`src/rtl/mws_pkg.sv`:
```
package mws_pkg;

	// Field widths of one input and one result word
	localparam int KindW  = 2;
	localparam int ChanW  = 2;
	localparam int ModeW  = 2;
	localparam int ValW   = 32;
	localparam int MaskW  = 4;

	// Default number of channels
	localparam int ChannelsDef = 4;

	// Word kinds
	localparam logic [KindW-1:0] KIND_TICK  = 2'd0;
	localparam logic [KindW-1:0] KIND_START = 2'd1;
	localparam logic [KindW-1:0] KIND_STOP  = 2'd2;

	// Channel modes
	localparam logic [ModeW-1:0] MODE_MANUAL = 2'd0;
	localparam logic [ModeW-1:0] MODE_TIMED  = 2'd1;
	localparam logic [ModeW-1:0] MODE_SMART  = 2'd2;

	localparam logic [ValW-1:0] ValMax = '1;

	// Per-lane event strobes, already qualified by the pipeline advance
	typedef struct packed {
		logic tick;
		logic start;
		logic stop;
	} lane_ctl_t;

endpackage

```
`src/rtl/mws_if.sv`:
```
// Command channel: one word per tick, start or stop
interface mws_in_if;
	logic                        valid;
	logic                        ready;
	logic [mws_pkg::KindW-1:0]   kind;
	logic [mws_pkg::ChanW-1:0]   chan;
	logic [mws_pkg::ModeW-1:0]   mode;
	logic [mws_pkg::ValW-1:0]    on_amount;
	logic [mws_pkg::ValW-1:0]    period;
	logic [mws_pkg::ValW-1:0]    water_total;

	modport source (output valid, kind, chan, mode, on_amount, period, water_total,
		input ready);
	modport sink (input valid, kind, chan, mode, on_amount, period, water_total,
		output ready);
endinterface

// Status channel: motor and active masks after each command word
interface mws_out_if;
	logic                        valid;
	logic                        ready;
	logic [mws_pkg::MaskW-1:0]   motor_mask;
	logic [mws_pkg::MaskW-1:0]   active_mask;

	modport source (output valid, motor_mask, active_mask, input ready);
	modport sink (input valid, motor_mask, active_mask, output ready);
endinterface

```
`src/rtl/mws_lane.sv`:
```
module mws_lane (
	input  logic                        clk,
	input  logic                        arst_n,
	input  mws_pkg::lane_ctl_t          ctl,
	input  logic [mws_pkg::ModeW-1:0]   mode,
	input  logic [mws_pkg::ValW-1:0]    on_amount,
	input  logic [mws_pkg::ValW-1:0]    period,
	input  logic [mws_pkg::ValW-1:0]    water,
	input  logic [mws_pkg::ValW-1:0]    last_water,
	output logic                        nxt_active,
	output logic                        nxt_motor
);
	import mws_pkg::*;

	logic              active_q, phase_q;
	logic [ModeW-1:0]  mode_q;
	logic [ValW-1:0]   elapsed_q, base_q, on_q, per_q, off_q;

	logic              nxt_phase;
	logic [ModeW-1:0]  nxt_mode;
	logic [ValW-1:0]   nxt_elapsed, nxt_base, nxt_on, nxt_per, nxt_off;
	logic [ValW-1:0]   el_inc, got;

	// Saturating elapsed count and water delivered since cycle start
	assign el_inc = (elapsed_q == ValMax) ? elapsed_q : elapsed_q + 1'b1;
	assign got    = water - base_q;

	// Next channel state
	always_comb begin
		nxt_active  = active_q;
		nxt_phase   = phase_q;
		nxt_mode    = mode_q;
		nxt_elapsed = elapsed_q;
		nxt_base    = base_q;
		nxt_on      = on_q;
		nxt_per     = per_q;
		nxt_off     = off_q;
		if (ctl.stop) begin
			nxt_active = 1'b0;
			nxt_phase  = 1'b0;
		end else if (ctl.start) begin
			nxt_active  = 1'b1;
			nxt_mode    = mode;
			nxt_on      = on_amount;
			nxt_per     = period;
			// off time of a timed cycle, clamped at zero
			nxt_off     = (period > on_amount) ? period - on_amount : '0;
			nxt_elapsed = '0;
			nxt_base    = last_water;
			nxt_phase   = (mode != MODE_TIMED);
		end else if (ctl.tick && active_q) begin
			nxt_elapsed = el_inc;
			if (mode_q == MODE_TIMED) begin
				if (!phase_q) begin
					if (el_inc >= off_q) begin
						nxt_phase   = 1'b1;
						nxt_elapsed = '0;
					end
				end else if (el_inc >= on_q) begin
					nxt_phase   = 1'b0;
					nxt_elapsed = '0;
				end
			end else if (mode_q == MODE_SMART) begin
				if (phase_q) begin
					if (got >= on_q) nxt_phase = 1'b0;
				end else if (el_inc >= per_q) begin
					nxt_base    = water;
					nxt_elapsed = '0;
					nxt_phase   = 1'b1;
				end
			end
		end
	end

	assign nxt_motor = nxt_active && (nxt_mode == MODE_MANUAL || nxt_phase);

	// Control state
	always_ff @(posedge clk or negedge arst_n) begin
		if (!arst_n) begin
			active_q <= 1'b0;
			phase_q  <= 1'b0;
			mode_q   <= MODE_MANUAL;
		end else begin
			active_q <= nxt_active;
			phase_q  <= nxt_phase;
			mode_q   <= nxt_mode;
		end
	end

	// Timing and amount registers, only read while active
	always_ff @(posedge clk) begin
		elapsed_q <= nxt_elapsed;
		base_q    <= nxt_base;
		on_q      <= nxt_on;
		per_q     <= nxt_per;
		off_q     <= nxt_off;
	end

endmodule

```
`src/rtl/multichannel_watering_sequencer.sv`:
```
// Pump sequencer for up to CHANNELS watering channels.
// item (sink): one word per event. kind tick stands for one millisecond and
//   carries the cumulative water count; kind start loads mode, on amount and
//   period into channel chan and begins its event; kind stop ends the events
//   on all channels. Starts with mode 3 or a channel beyond CHANNELS do nothing.
// result (source): one word per item, the motor and active masks of channels
//   0 to 3 after that item has been applied.
// Path: a word accepted into the input register has its result loaded into the
//   result register when the pipeline advances.
// Throughput: one word per cycle while the result is taken; every channel lane
//   updates in parallel from the input register, with one 32-bit subtract and compare
//   per lane on the critical path.
// Reset: all channels stopped, last water count zero, both pipeline stages
//   empty; the mask registers are not reset.
// Stall: while the result is not taken the result register holds, the input
//   register fills and then item.ready drops; nothing is lost or repeated.
module multichannel_watering_sequencer #(
	parameter int CHANNELS = mws_pkg::ChannelsDef
) (
	input logic     clk,
	input logic     arst_n,
	mws_in_if.sink  item,
	mws_out_if.source result
);
	import mws_pkg::*;

	logic              vld_s1;
	logic [KindW-1:0]  kind_s1;
	logic [ChanW-1:0]  chan_s1;
	logic [ModeW-1:0]  mode_s1;
	logic [ValW-1:0]   on_s1, per_s1, water_s1;

	logic              res_vld_q;
	logic [MaskW-1:0]  motor_q, active_q;
	logic [ValW-1:0]   last_water_q;

	logic              adv, proc, start_ok;
	logic [CHANNELS-1:0] lane_active, lane_motor;
	logic [MaskW-1:0]  nxt_motor_mask, nxt_active_mask;

	// Pipeline flow; modes above smart carry no goal
	assign adv        = !res_vld_q || result.ready;
	assign item.ready = !vld_s1 || adv;
	assign proc       = vld_s1 && adv;
	assign start_ok   = proc && kind_s1 == KIND_START && mode_s1 <= MODE_SMART;

	// Input register
	always_ff @(posedge clk or negedge arst_n) begin
		if (!arst_n) begin
			vld_s1 <= 1'b0;
		end else if (item.ready) begin
			vld_s1 <= item.valid;
		end
	end

	always_ff @(posedge clk) begin
		if (item.valid && item.ready) begin
			kind_s1  <= item.kind;
			chan_s1  <= item.chan;
			mode_s1  <= item.mode;
			on_s1    <= item.on_amount;
			per_s1   <= item.period;
			water_s1 <= item.water_total;
		end
	end

	// Water count of the latest tick, the base for new starts
	always_ff @(posedge clk or negedge arst_n) begin
		if (!arst_n) begin
			last_water_q <= '0;
		end else if (proc && kind_s1 == KIND_TICK) begin
			last_water_q <= water_s1;
		end
	end

	// One lane per channel
	for (genvar i = 0; i < CHANNELS; i++) begin : g_lane
		lane_ctl_t ctl;
		assign ctl.tick  = proc && kind_s1 == KIND_TICK;
		assign ctl.stop  = proc && kind_s1 == KIND_STOP;
		assign ctl.start = start_ok && (32'(chan_s1) == 32'(i));

		mws_lane u_lane (
			.clk        (clk),
			.arst_n     (arst_n),
			.ctl        (ctl),
			.mode       (mode_s1),
			.on_amount  (on_s1),
			.period     (per_s1),
			.water      (water_s1),
			.last_water (last_water_q),
			.nxt_active (lane_active[i]),
			.nxt_motor  (lane_motor[i])
		);
	end

	// Masks show channels 0 to 3; missing channels read zero
	for (genvar m = 0; m < MaskW; m++) begin : g_mask
		if (m < CHANNELS) begin : g_on
			assign nxt_motor_mask[m]  = lane_motor[m];
			assign nxt_active_mask[m] = lane_active[m];
		end else begin : g_off
			assign nxt_motor_mask[m]  = 1'b0;
			assign nxt_active_mask[m] = 1'b0;
		end
	end

	// Result register
	always_ff @(posedge clk or negedge arst_n) begin
		if (!arst_n) begin
			res_vld_q <= 1'b0;
		end else if (adv) begin
			res_vld_q <= vld_s1;
		end
	end

	always_ff @(posedge clk) begin
		if (proc) begin
			motor_q  <= nxt_motor_mask;
			active_q <= nxt_active_mask;
		end
	end

	assign result.valid       = res_vld_q;
	assign result.motor_mask  = motor_q;
	assign result.active_mask = active_q;

	// A motor only runs on an active channel
	a_motor_in_active: assert property (@(posedge clk) disable iff (!arst_n)
		result.valid |-> (result.motor_mask & ~result.active_mask) == '0)
		else $error("motor on for an inactive channel");

	// A stop word leaves every channel inactive in its result
	a_stop_clears: assert property (@(posedge clk) disable iff (!arst_n)
		proc && kind_s1 == KIND_STOP |=> res_vld_q && active_q == '0)
		else $error("channel still active after stop");

	// A valid start on a shown channel marks that channel active
	a_start_sets: assert property (@(posedge clk) disable iff (!arst_n)
		start_ok && 32'(chan_s1) < CHANNELS |=> active_q[$past(chan_s1)])
		else $error("started channel not active");

	// Input stalls only when both stages are full and the result is held
	a_ready_cause: assert property (@(posedge clk) disable iff (!arst_n)
		!item.ready |-> vld_s1 && res_vld_q && !result.ready)
		else $error("input stalled without a full pipeline");

endmodule

```
`src/flat_wrapper.sv`:
```
// flat-port wrapper written by rule: the top's interface ports become plain ports
module multichannel_watering_sequencer_flat import mws_pkg::*;
#(
	parameter int CHANNELS = mws_pkg::ChannelsDef
)
  (clk, arst_n, item_valid, item_kind, item_chan, item_mode, item_on_amount, item_period, item_water_total, item_ready, result_valid, result_motor_mask, result_active_mask, result_ready);
  mws_in_if item_i ();
  mws_out_if result_i ();
  input logic clk;
  input logic arst_n;
  input wire logic [$bits(item_i.valid)-1:0] item_valid;
  input wire logic [$bits(item_i.kind)-1:0] item_kind;
  input wire logic [$bits(item_i.chan)-1:0] item_chan;
  input wire logic [$bits(item_i.mode)-1:0] item_mode;
  input wire logic [$bits(item_i.on_amount)-1:0] item_on_amount;
  input wire logic [$bits(item_i.period)-1:0] item_period;
  input wire logic [$bits(item_i.water_total)-1:0] item_water_total;
  output wire logic [$bits(item_i.ready)-1:0] item_ready;
  output wire logic [$bits(result_i.valid)-1:0] result_valid;
  output wire logic [$bits(result_i.motor_mask)-1:0] result_motor_mask;
  output wire logic [$bits(result_i.active_mask)-1:0] result_active_mask;
  input wire logic [$bits(result_i.ready)-1:0] result_ready;
  assign item_i.valid = item_valid;
  assign item_i.kind = item_kind;
  assign item_i.chan = item_chan;
  assign item_i.mode = item_mode;
  assign item_i.on_amount = item_on_amount;
  assign item_i.period = item_period;
  assign item_i.water_total = item_water_total;
  assign item_ready = item_i.ready;
  assign result_valid = result_i.valid;
  assign result_motor_mask = result_i.motor_mask;
  assign result_active_mask = result_i.active_mask;
  assign result_i.ready = result_ready;
  multichannel_watering_sequencer #(.CHANNELS(CHANNELS)) u_core (.clk(clk), .arst_n(arst_n), .item(item_i), .result(result_i));
endmodule
```
`config.mk`:
```
export PLATFORM = sky130hd
export DESIGN_NAME = multichannel_watering_sequencer_flat
export DESIGN_NICKNAME = d
export VERILOG_FILES = /design/src/rtl/mws_pkg.sv /design/src/rtl/mws_if.sv /design/src/rtl/mws_lane.sv /design/src/rtl/multichannel_watering_sequencer.sv /design/src/flat_wrapper.sv
export SDC_FILE = /design/constraint.sdc
export NUM_CORES = 2
export LEC_CHECK = 0
export BUFFER_PORTS_ARGS = -buffer_cell sky130_fd_sc_hd__buf_4
export CAP_MARGIN = 20
export CORE_MARGIN = 10
export CORE_UTILIZATION = 60
export DETAILED_ROUTE_END_ITERATION = 7
export PLACE_DENSITY = 0.77
export SLEW_MARGIN = 10
export SYNTH_ARGS = -nofsm -noshare
export SYNTH_HDL_FRONTEND = slang
export SYNTH_SLANG_ARGS = --single-unit
```
`constraint.sdc`:
```
create_clock -name clk -period 8.85 [get_ports clk]
set_input_delay 0.4425 -clock clk [delete_from_list [all_inputs] [get_ports clk]]
set_output_delay 0.4425 -clock clk [all_outputs]
set_load 0.01 [all_outputs]
```
==> PnR_summary.wiki <==
{| class="wikitable"
! Metric !! Value
|-
| Chip height || around 300 um
|-
| Post-CTS clock slew at the launch and capture registers of the worst setup and hold paths || 0.06 ns
|-
| TritonCTS clock tree || built
|-
| Pin slew with the least headroom to its limit || ~1.1 ns
|-
| Power share of the clock group || approximately two fifths
|-
| Delay of the slowest critical-path stage || about 0.75 ns
|-
| GRT Overall Usage || ~29%
|-
| Floorplan die area || ~0.095 mm^2
|-
| Initial antenna violation count || 5
|-
| Final-layout setup total negative slack || 0 ns
|-
| Category of the worst setup path launch point || register
|-
| Nets@finish || approximately 5700
|-
| Unrepaired setup endpoints after global routing || no
|-
| Pre-antenna DRT Iters || 6
|-
| Total Wirelength || ~140000 um
|-
| Arrival time worst endpoint || 6.76 ns
|-
| Num Clock Sinks || 800
|-
| Detailed Route Iter0 Violations || ~3700
|-
| Remaining Overflow, GRT || 0
|-
| Finished Layout Cells || between 6000 and 7000
|-
| H-tree level count || 3
|-
| Synthesized netlist cell count || about 4600
|-
| Root Buffer Master || clkbuf_16
|-
| Clock network latency to the later pin of the worst-skew pair || about 0.66 ns
|-
| Portion of total power attributed to sequential cells || 47.0%
|-
| Total number of yosys warnings || 0
|-
| Switch Pwr || approximately 2.5 mW
|-
| Total power after layout || between 9 and 10 mW
|-
| RR Startpoint || u_core.g_lane[2].u_lane.elapsed_q[8]
|-
| Max clock buf depth || 3
|-
| Hold Crit Class || primary input to register
|-
| Post-synth EDFFs || between 700 and 800
|-
| Port bufs || between 100 and 150
|-
| Required time worst endpoint || ~9.1 ns
|-
| Slowest-stage cell, CP || a2111oi_0
|-
| Number of unique standard cell types used by synthesis || 79
|-
| Post-synthesis cell area || 0.04982 mm^2
|-
| Static leakage power || roughly 25 nW
|-
| Count of final max-slew check failures || 0
|-
| Fraction of the cycle the final worst path needs || between 70% and 80%
|-
| Count of boundary I/O pins || 116
|-
| Number of cells after detailed placement || just under 6000
|-
| Achievable Freq || 154.2 MHz
|-
| Via density per instance || approximately 6.0
|-
| Share of flip-flops with an asynchronous set or reset || 6.250%
|-
| Worst-case setup margin in the final layout || ~2.4 ns
|-
| Horiz. Die Dim || ~310 um
|-
| Clock buffer count from CTS || 85
|-
| Worst slack at placement || between 2 and 3 ns
|-
| Global-route wire length before repair || roughly 210000 um
|-
| Maximum resistive drop on vdd || roughly 0.19 mV
|-
| Switching power as a share of total power || about a quarter
|-
| Fraction of power consumed by combinational cells || between 10% and 20%
|-
| Cell Pwr Density || about 170 mW/mm^2
|-
| Endpoint kind of the worst setup timing path || register
|-
| Std-Cell Core Area || a little over 0.08 mm^2
|-
| Final core utilization || roughly two thirds
|-
| Top-area cell type share of the netlist area || between 40% and 50%
|-
| Result of the run || completed
|-
| Synthesized netlist net count || 5396
|-
| Most frequent cells in the layout || edfxtp_1 (750), ha_1 (672), inv_1 (601)
|-
| Most common cell after layout, fill and taps aside || edfxtp_1
|-
| Detailed-route via count || about 36000
|-
| Dominant cells by area after synthesis || edfxtp_1 (45%), ha_1 (17%), inv_1 (4.5%), nand2_1 (3.5%), a21o_1 (3.4%)
|-
| Setup CP Type || register to register
|-
| Post-DR wirelength/cell || 22.89 um
|-
| Dpl hpwl || 104600 um
|-
| Vias in the first global route || 35770
|-
| Final hold vios || 0
|-
| Sequence of cells on the critical path || nand4_1 -> nor2_1 -> nand4_1 -> or3_1 -> or3_1 -> nand3_2 -> nor4_1 -> nand3_1 -> or2_1 -> xnor2_1 -> ha_1 -> nand2_1 -> nor2_1 -> nand3_1 -> a2111oi_0 -> nand4_1 -> o211ai_1 -> a21oi_1 -> or3_1 -> o22ai_4 -> buf_4
|-
| Primary flip-flop cell chosen by synthesis mapping || edfxtp_1
|-
| Reported max-cap violation count || 0
|-
| DR DRC count || 0
|-
| Crit path from || u_core.g_lane[2].u_lane.elapsed_q[8]
|-
| Average size of a mapped cell || roughly 11 um^2
|-
| Clk_skew || 0.02652 ns
|-
| Final weighted congestion in routability-driven placement || around 0.95
|-
| Post-synth top area cell || edfxtp_1
|-
| Fraction of the yosys area taken by sequential cells || a little under half
|-
| # rows || 105
|-
| Internal Pwr Total || 7.109 mW
|-
| Layout-stage area growth over the synthesis result || 12.57%
|-
| Share of cells above drive strength 1 || under 10%
|-
| Largest net degree at the start of global routing || 138
|-
| Setup violation total in the final timing report || 0
|-
| Count of nets left with antenna violations after detail routing || 0
|-
| Launch point of the worst hold path || result_ready
|-
| Maximum fanout along the worst path || 32
|-
| Relative slew margins || 27.27%
|-
| Minimum clock period after layout || 6.486 ns
|-
| Initial core utilization || between 60% and 70%
|-
| Number of synthesized register bits || 800
|}
-- logic make-up (layout without fill, tap and decap cells) --
logic type | Yosys count | count (layout) | synth area share, %
AO/OA/AOI/OAI | 880 | 880 | 11.49
XOR/XNOR | 252 | 252 | 4.430
adder cells (fa/ha/maj) | 677 | 677 | 17.08
buffers and inverters | 660 | 1008 | 5.021
flip-flops | 800 | 800 | 47.72
multiplexers | 71 | 71 | 1.602
other | 0 | 2 | 0
AND/OR/NAND/NOR | 1273 | 1273 | 12.66
-- routing by layer --
metal,track usage [%],up-vias,share of wire [%]
met5,0,-,0
met4,10.13,0,3.7
met3,4.858,258,9.0
met2,45.42,1534,45
met1,39.99,17450,42
li1,-,17090,-
-- per-stage QoR --
step / cell area, um^2 / hold WS [ns]
4_1_cts: 56050 / 0.03616
5_1_grt: 56070 / 0.08986
6_report: 56080 / 0.07026
3_3_place_gp: 52090 / 0.4689
3_5_place_dp: 52090 / 0.4878
2_1_floorplan: 49820 / 0.1469
-- sequential cells by signal, indices dropped and copies added (netlist names), 4 cells and up --
| name | count |
|---|---|
| u_core.g_lane.u_lane.off_q | 128 |
| u_core.per_s1 | 32 |
| u_core.g_lane.u_lane.mode_q | 8 |
| u_core.g_lane.u_lane.on_q | 128 |
| u_core.g_lane.u_lane.per_q | 128 |
| u_core.result.active_mask | 4 |
| u_core.g_lane.u_lane.elapsed_q | 128 |
| u_core.last_water_q | 32 |
| u_core.result.motor_mask | 4 |
| u_core.on_s1 | 32 |
| u_core.water_s1 | 32 |
| u_core.g_lane.u_lane.base_q | 128 |
| u_core.g_lane.u_lane.phase_q | 4 |
| u_core.g_lane.u_lane.active_q | 4 |
-- worst paths after layout --
path	endpoint	slack (ns)	cells past startpoint
setup / recovery	u_core.g_lane[2].u_lane.base_q[6]	2.36	21
hold / removal	u_core.result.valid	0.07	3
setup reg to reg	u_core.g_lane[2].u_lane.base_q[6]	2.36	21
hold reg to reg	u_core.result.valid	0.49	1
max in group asynchronous	u_core.last_water_q[6]	7.91	2
min in group asynchronous	u_core.g_lane[2].u_lane.active_q	0.40	2
-- power groups by stage --
stage	Clock [mW]	Combinational, mW	Sequential (mW)
after floorplan	0	0.859	4.50
after global placement	0	1.18	4.57
after detailed placement	0	1.22	4.58
after CTS	3.81	1.27	4.50
after global routing	3.95	1.42	4.52
final	3.79	1.29	4.51
-- cell type report --
type,instances,area (um^2)
clock inverter,43,599.3
timing repair buffer,250,2162
sequential,800,23770
tap,1070,1339
inverter,603,2273
antenna,2,5.005
clock buffer,112,2321
multi-input combinational,3153,23610
fill,6138,26160
-- Yosys cell counts, types with 14 or more instances --
library cell / number
edfxtp_1: 750
ha_1: 672
inv_1: 602
nand2_1: 461
a21oi_1: 248
a21o_1: 227
nor2_1: 195
o21ai_0: 163
xnor2_1: 161
nor2b_1: 149
nand3_1: 93
xor2_1: 91
nand4_1: 90
mux2_2: 70
nand2b_1: 59
nor3_1: 58
dfrtp_1: 50
and3_1: 48
clkbuf_1: 48
o21a_1: 35
a211oi_1: 33
and2_1: 22
o21bai_1: 19
a2111oi_0: 17
a31oi_1: 16
and4_1: 16
nor4_1: 14
o211ai_1: 14
or3_1: 14
-- critical path, delay by kind of cell (launching register included) --
family | cells | cell delay [ns]
adders and majority gates | 1 | 0.20
xor gates and xnor gates | 1 | 0.38
and+or+nand+nor | 14 | 3.19
DFF | 1 | 0.44
AOI/OAI and AO/OA | 4 | 1.35
buffers and inverters | 1 | 0.47
-- what timing repair did --
| action | 4_1_cts | 5_1_grt |
|---|---|---|
| resized for setup | 0 | 0 |
| hold endpoints to repair | 153 | 0 |
| setup buffers | 0 | 0 |
| endpoints found under the setup margin | 0 | 0 |
| hold buffers | 104 | 0 |
Power figures use the tool's default switching activity.
